### config.mk
export PLATFORM = sky130hd
export DESIGN_NAME = tsp_ram
export DESIGN_NICKNAME = d
export VERILOG_FILES = /design/src/tsp_ram.sv
export SDC_FILE = /design/constraint.sdc
export NUM_CORES = 1
export LEC_CHECK = 0
export BUFFER_PORTS_ARGS = -buffer_cell sky130_fd_sc_hd__buf_2
export CORE_UTILIZATION = 55
export CTS_CLUSTER_DIAMETER = 40
export CTS_CLUSTER_SIZE = 8
export DETAILED_ROUTE_END_ITERATION = 10
export GPL_TIMING_DRIVEN = 0
export PLACE_DENSITY = 0.71
export SYNTH_ARGS = -nofsm -noshare
export SYNTH_HDL_FRONTEND = slang
export SYNTH_SLANG_ARGS = --single-unit
### constraint.sdc
create_clock -name clk_i -period 3.2 [get_ports clk_i]
set_clock_uncertainty 0.05 [all_clocks]
set_input_delay 0.16 -clock clk_i [delete_from_list [all_inputs] [get_ports clk_i]]
set_output_delay 0.16 -clock clk_i [all_outputs]
set_load 0.005 [all_outputs]
### src/tsp_ram.sv
`default_nettype none
module tsp_ram #(
  parameter int Width = 8,
  parameter int Depth = 16
) (
  input  wire logic                     clk_i,
  input  wire logic                     we_i,
  input  wire logic [$clog2(Depth)-1:0] waddr_i,
  input  wire logic [Width-1:0]         wdata_i,
  input  wire logic                     re_i,
  input  wire logic [$clog2(Depth)-1:0] raddr_i,
  output logic      [Width-1:0]         rdata_o
);
  logic [Width-1:0] mem_q [Depth];

  always_ff @(posedge clk_i) begin
    if (we_i) begin
      mem_q[waddr_i] <= wdata_i;
    end
    if (re_i) begin
      rdata_o <= mem_q[raddr_i];
    end
  end
endmodule
`default_nettype wire

* After elaboration in Yosys (flattened, before gate mapping) *
Memory sizes are Yosys's and may differ from the RTL's. A register that Yosys moved wholly into a read port is not among the register bits.
Index checks and enable logic that the tools add are counted.

word-level totals
  input port bits = 19
  memories = 1
  RAM bits = 128
  register bits = 0

memory list
  name   words  bits a word  read ports  clocked after Yosys merged registers in  wr ports  line  source
  mem_q  16     8            1           1                                        1         14    logic [Width-1:0] mem_q [Depth];

cells by class
  mux-type cells = 2

operators by type and width
  cell               number
  two-way mux 1 bit  2

* Longest topological paths before layout *
Gate-level depths: netlist (run 1).

  depth after elaboration = 2
  gate-level depth with buffers = 5
  depth with buffers taken out = 3

* Worst setup path after synthesis (run 1) *
Ideal clock, no wire load.

  path type = in2reg
  from = in waddr_i[2]
  to = mem mem_q[0][0], enable pin
  arrival = 1.270 ns
  path buffers = 0
  path slack = 1.497 ns
  cell stages on the path = 2
  cells stage by stage = or3b_2 nor3_1

RTL lines
  item             line  source
  start, declared  8     input wire logic [$clog2(Depth)-1:0] waddr_i,
  end, declared    14

Straight into the memory's write port.

* Final worst setup path (run 1) *
  from = in waddr_i[2]
  to = mem mem_q[0][1], enable pin

Straight into the memory's write port.

==> summary.txt, run 1 <==
Status: finished, final reports clean
Met3 usage: 6.11%
Clk buf depth: 2
Part of the cycle the worst path needs: 54.5%
CP max FO: 8
Post-synthesis instance total: 229
Antenna Cells: 0
Unrepaired setup endpoints after global routing: no
Die width: 99.5 um
# H-tree levels: 4
MaxCap Viol Count: 0
WP buf/inv: 1
Family with the most delay on the worst path: simple AND/OR/NAND/NOR gates
I/O Buffers: 25
Cell internal pwr: 3440 uW
Comb pwr share: 4.5%
Layout cells sized above 1: 28.5%
Synth Register Bits: 136
DP Wirelength: 5.94 mm
Peak VDD IR: 0.000399 V
Die area: 9900 um^2
Syn_area_per_cell: 22.8 um^2
Slew HR: 12.2%
Tmin final: 1740 ps
Sw frac: 19.7%
GR Util met2: 35.0%
Starting density of the core: 56.6%
Reg clk slew, reported paths: 60 ps
Synth top cells by count: edfxtp_1, mux4_2, a22oi_1
Total track usage: 22.0%
R2R depth: 3
Worst hold slack: 170 ps
Routed length per instance: 22.9 um
Final Hold Fails: 0
Final wirelength: 9.72 mm
Area of the multi-input gates: 1060 um^2
Sink Count: 136
Placer congestion estimate: 0.709
Clk pwr share: 48.4%
Worst-Skew Late Latency: 520 ps
Final setup vio count: 0
Vias in the first global route: 2491
Reg area: 4080 um^2
TritonCTS buffer count: 17
Post-layout nets: 301
Yosys warns: 0
Slowest stage cell on the critical path: nor3_1
Async SR Flop Fraction: 0%
Routed Antenna Nets: 0
Mapped Nets: 248
Met1 Usage GRT: 30.1%
Power per cell area: 687 nW/um^2
Max-slew violations: 0
EDFF count, synth: 136
Global-route wire length before repair: 14.5 mm
Cell Rows: 35
Worst Setup Start Kind: input port
Leakage power: 0.00210 uW
Global routing's busiest layer: met2
Number of remaining DRC errors: 0
Vias per cell: 5.85
Post-CTS setup buffers: 0
Ys flop type: edfxtp_1
Register share of total power: 47.0%
Sw Pwr: 846 uW
Mapped cell area: 5230 um^2
Critical Path RT: 3270 ps
Count of cell types in the netlist: 18
CP cell instances: buf_2, or3b_2, nor3_1
CP peak stage delay: 1010 ps
Register area share after synthesis: 78.1%
Setup tns final: 0 ps
Cell count along the critical path: 3
WP data arrival: 1810 ps
Worst Hold Depth: 2
Max Freq: 574 MHz
Worst Setup End Kind: flop
Clock Tree Root: clkbuf_8
CTS tree: built
Hold WC Path Type: input port to flop
Number of DRC markers in iteration 0: 306
Synth top area share: 78.1%
Cell with the most instances after synthesis: edfxtp_1
Post-cts resize count: 0
Largest net degree at the start of global routing: 17
Core Region: 9240 um^2
Leading post-synthesis cells by cell area: edfxtp_1, mux4_2, mux4_1
Drt pass-1 iters: 4
IO Pins: 27
Number of antenna violations at the first check in global routing: 0
GR Overflow Total: 0
# fillers: 590
CP Class: input port to flop
Yosys top cell by area: edfxtp_1
Die Y: 99.5 um
Vias: 2481
Area growth syn-to-layout: 19.4%
Worst-Margin Slew: 1310 ps
## registers in the layout, summed over array words and instances, names as in the netlist
name	count
mem_q	128
rdata_o	8
## power by group through the flow
| stage | registers (uW) | logic (uW) | clock network, uW |
|---|---|---|---|
| 3_5_place_dp | 2050 | 186 | 0 |
| 5_1_grt | 2020 | 207 | 2150 |
| 3_3_place_gp | 2050 | 181 | 0 |
| 4_1_cts | 2020 | 195 | 2090 |
| 2_1_floorplan | 2050 | 101 | 0 |
| 6_report | 2020 | 194 | 2080 |
## what timing repair did
action	CTS	global route
setup endpoints to repair	0	0
endpoints found under the hold margin	136	0
hold buffers	9	0
## cell usage in the layout (no fill, tap or decap), drive strengths merged, types with 2 or more instances in the layout
cell	Yosys	final
edfxtp	136	136
a22oi	16	16
nand3b	2	2
nand2	9	9
nand2b	2	2
bufinv	0	5
clkbuf	0	17
inv	0	4
clkdlybuf4s25	3	3
mux4	32	32
buf	7	32
nor2	13	13
clkinv	0	5
dlygate4sd3	0	9
nor3	4	4
## stage by stage
step	std cells	setup WS, ps	utilization, %	total power (uW)	area (um^2)
after floorplan	229	1500	-	2150	5230
after global placement	383	930	59.7	2230	5510
after detailed placement	383	960	59.7	2240	5510
after CTS	424	1470	67.5	4310	6240
after global routing	424	1370	67.5	4380	6240
final	424	1460	67.5	4290	6240
## kinds of logic (layout without fill, tap and decap cells)
family | Yosys count | in the layout | synth area share (%)
AOI/OAI and AO/OA | 16 | 16 | 2.30
buffers and inverters | 10 | 76 | 1.65
DFF | 136 | 136 | 78.1
muxes | 32 | 32 | 14.8
and+or+nand+nor | 35 | 35 | 3.14
## worst register-to-register path, cell delays in order, from the launching register on
cell	delay, ps
edfxtp_1	360
mux4_1	560
a22oi_1	290
nand2_1	120
## final timing paths
| path | start | endpoint | slack, ps |
|---|---|---|---|
| worst max-delay path | waddr_i[2] | mem_q[0][1] | 1460 |
| worst min-delay path | waddr_i[0] | mem_q[4][7] | 170 |
| worst max register to register | mem_q[6][0] | rdata_o[0] | 1550 |
| worst min register to register | mem_q[8][4] | rdata_o[4] | 720 |
## per-layer routing
layer / part of all wire (%) / vias to the layer above / wire [um]
met2: 51 / 96 / 4930
met3: 5.7 / 6 / 552
met5: 0 / - / 0
met1: 43 / 1292 / 4170
met4: 0.71 / 0 / 69
li1: - / 1087 / -
## layout make-up
type                            instances  share of cell area [%]
Clock inverter                         15                    3.57
Clock buffer                           17                    6.64
Timing Repair Buffer                   34                    3.45
Sequential cell                       136                    65.4
Buffer                                 10                    1.38
Tap cell                              129                    2.59
Multi-Input combinational cell         83                    16.9
Note: power is estimated with default switching activity, not from simulation.
==> inputs of run 2 (changes only) <==
clock period = 1.75 ns   (was 3.2 ns; I/O delays follow)
==> run 2 against run 1 <==
  * Non-clock buffer count is the same
  * Critical path depth is the same
  * Wire length grew 0.50%
  * Utilization grew 0.054 points
  * Total power grew 83%
  * First-iteration DRC count shrank 3.3%
  * Sequential power grew 83%
==> summary.txt, run 2 (synthesized netlist as in run 1, its figures left out) <==
Dpl cells: 383 (unchanged)
Final setup vio count: 0 (unchanged)
Sw frac: 19.7% (about the same)
Total track usage: 22.0% (unchanged)
Area of the multi-input gates: 1060 um^2 (about the same)
Global-route wire length before repair: 14.5 mm (unchanged)
Max Freq: 605 MHz
Sw Pwr: 1550 uW (was 846 uW)
Drt pass-1 iters: 4 (unchanged)
# H-tree levels: 4 (unchanged)
Antenna Cells: 0 (unchanged)
Worst-Margin Slew: 1250 ps (was 1310 ps)
CP max FO: 1 (was 8)
Largest net degree at the start of global routing: 17 (unchanged)
Slew HR: 16.3% (was 12.2%)
CP Class: flop to flop (was input port to flop)
Leading registers by flop count: mem_q x128, rdata_o x8 (unchanged)
Largest reg by FF count: mem_q (unchanged)
WP data arrival: 1860 ps (was 1810 ps)
Reg area: 4080 um^2 (unchanged)
Worst Setup Start Kind: flop (was input port)
Final Hold Fails: 0 (unchanged)
CTS tree: built (unchanged)
Reg clk slew, reported paths: 60 ps (about the same)
Clock Tree Root: clkbuf_8 (unchanged)
Unrepaired setup endpoints after global routing: no (unchanged)
Max reg flops: 128 (unchanged)
I/O Buffers: 25 (unchanged)
Sink Count: 136 (unchanged)
Die area: 9900 um^2 (unchanged)
Number of antenna violations at the first check in global routing: 0 (unchanged)
Starting density of the core: 56.6% (unchanged)
Routed length per instance: 23.0 um (was 22.9 um)
Number of remaining DRC errors: 0 (unchanged)
Cell internal pwr: 6290 uW (was 3440 uW)
GR Overflow Total: 0 (unchanged)
TritonCTS buffer count: 17 (unchanged)
Area growth syn-to-layout: 19.5% (was 19.4%)
Layout cells sized above 1: 28.8% (was 28.5%)
Hold WC Path Type: input port to flop (unchanged)
Placer congestion estimate: 0.709 (unchanged)
Number of DRC markers in iteration 0: 296 (was 306)
Worst Setup End Kind: flop (unchanged)
Die Y: 99.5 um (unchanged)
Cell Rows: 35 (unchanged)
Leakage power: 0.00210 uW (about the same)
Peak VDD IR: 0.000731 V (was 0.000399 V)
IO Pins: 27 (unchanged)
Max-slew violations: 0 (unchanged)
Register share of total power: 47.1% (was 47.0%)
Tmin final: 1650 ps
Routed Antenna Nets: 0 (unchanged)
Final wirelength: 9.77 mm (was 9.72 mm)
Comb pwr share: 4.5% (about the same)
Vias: 2479 (was 2481)
Power per cell area: 1250 nW/um^2 (was 687 nW/um^2)
MaxCap Viol Count: 0 (unchanged)
Die width: 99.5 um (unchanged)
DP Wirelength: 5.94 mm (unchanged)
Most frequent cells in the layout: edfxtp_1, buf_2, mux4_2, a22oi_1, clkbuf_16 (unchanged)
Vias per cell: 5.85 (about the same)
Post-layout nets: 301 (unchanged)
Critical Path RT: 1950 ps (was 3270 ps)
Worst-Skew Late Latency: 520 ps (about the same)
Clk pwr share: 48.4% (about the same)
Status: finished, final reports clean (unchanged)
Part of the cycle the worst path needs: 94.5%
# fillers: 587 (was 590)
Most common cell after layout, fill and taps aside: edfxtp_1 (unchanged)
Setup tns final: 0 ps (unchanged)
Non-filler cells, final: 424 (unchanged)
Clk buf depth: 2 (unchanged)
Vias in the first global route: 2491 (unchanged)
Core Region: 9240 um^2 (unchanged)
-- run 2: changes by cell type in the layout (fill, tap and decap cells not counted) --
cell / change
nor3_1: -1
nor3_2: +1
-- run 2: final timing paths --
path / from / cells past startpoint / slack, ps / to
worst min-delay path: waddr_i[1] / 2 / 30 / mem_q[0][0]
worst max-delay path: mem_q[5][0] / 3 / 100 / rdata_o[0]
worst min register to register: mem_q[8][4] / 3 / 710 / rdata_o[4]
worst max register to register: mem_q[5][0] / 3 / 100 / rdata_o[0]
-- run 2: repair_timing --
item | 4_1_cts | 5_1_grt
endpoints found under the hold margin | 136 | 0
resized for setup | 0 | 1
hold buffers | 9 | 0
setup buffers | 0 | 0
endpoints found under the setup margin | 0 | 8
-- run 2: worst max-delay path, stage by stage (launching register included) --
cell and delay [ps]:
edfxtp_1 350, mux4_1 570, a22oi_1 300, nand2_1 120
-- run 2: routing by layer --
layer	track usage, %	vias up	routed length, um
met5	0	-	0
met4	7.13	0	103
met3	6.11	11	686
met2	35.0	115	4890
met1	30.1	1267	4090
li1	-	1086	-
-- run 2: cell type report --
cell class | instances | area share, %
repair buffers | 34 | 3.45
well taps | 129 | 2.58
flip-flops and latches | 136 | 65.4
clock inverters | 15 | 3.57
multi-input cells | 83 | 17.0
clock buffers | 17 | 6.63
plain buffers | 10 | 1.38
-- run 2: stage by stage --
stage               utilization, %  setup slack (ps)  area, um^2  power, uW  hold slack (ps)
floorplan                        -               120        5230       3940              136
global placement              59.7              -447        5510       4080              374
detailed placement            59.7              -418        5510       4090              375
CTS                           67.5              92.6        6240       7870             67.0
global route                  67.6               103        6250       8010             30.4
finish                        67.6              96.4        6250       7840             25.5
-- run 2: power by group through the flow --
stage	Sequential, uW	Clock (uW)	Combinational [uW]
final	3690	3790	356
after global routing	3690	3940	379
after CTS	3690	3830	356
after detailed placement	3750	0	340
after global placement	3750	0	330
after floorplan	3750	0	185
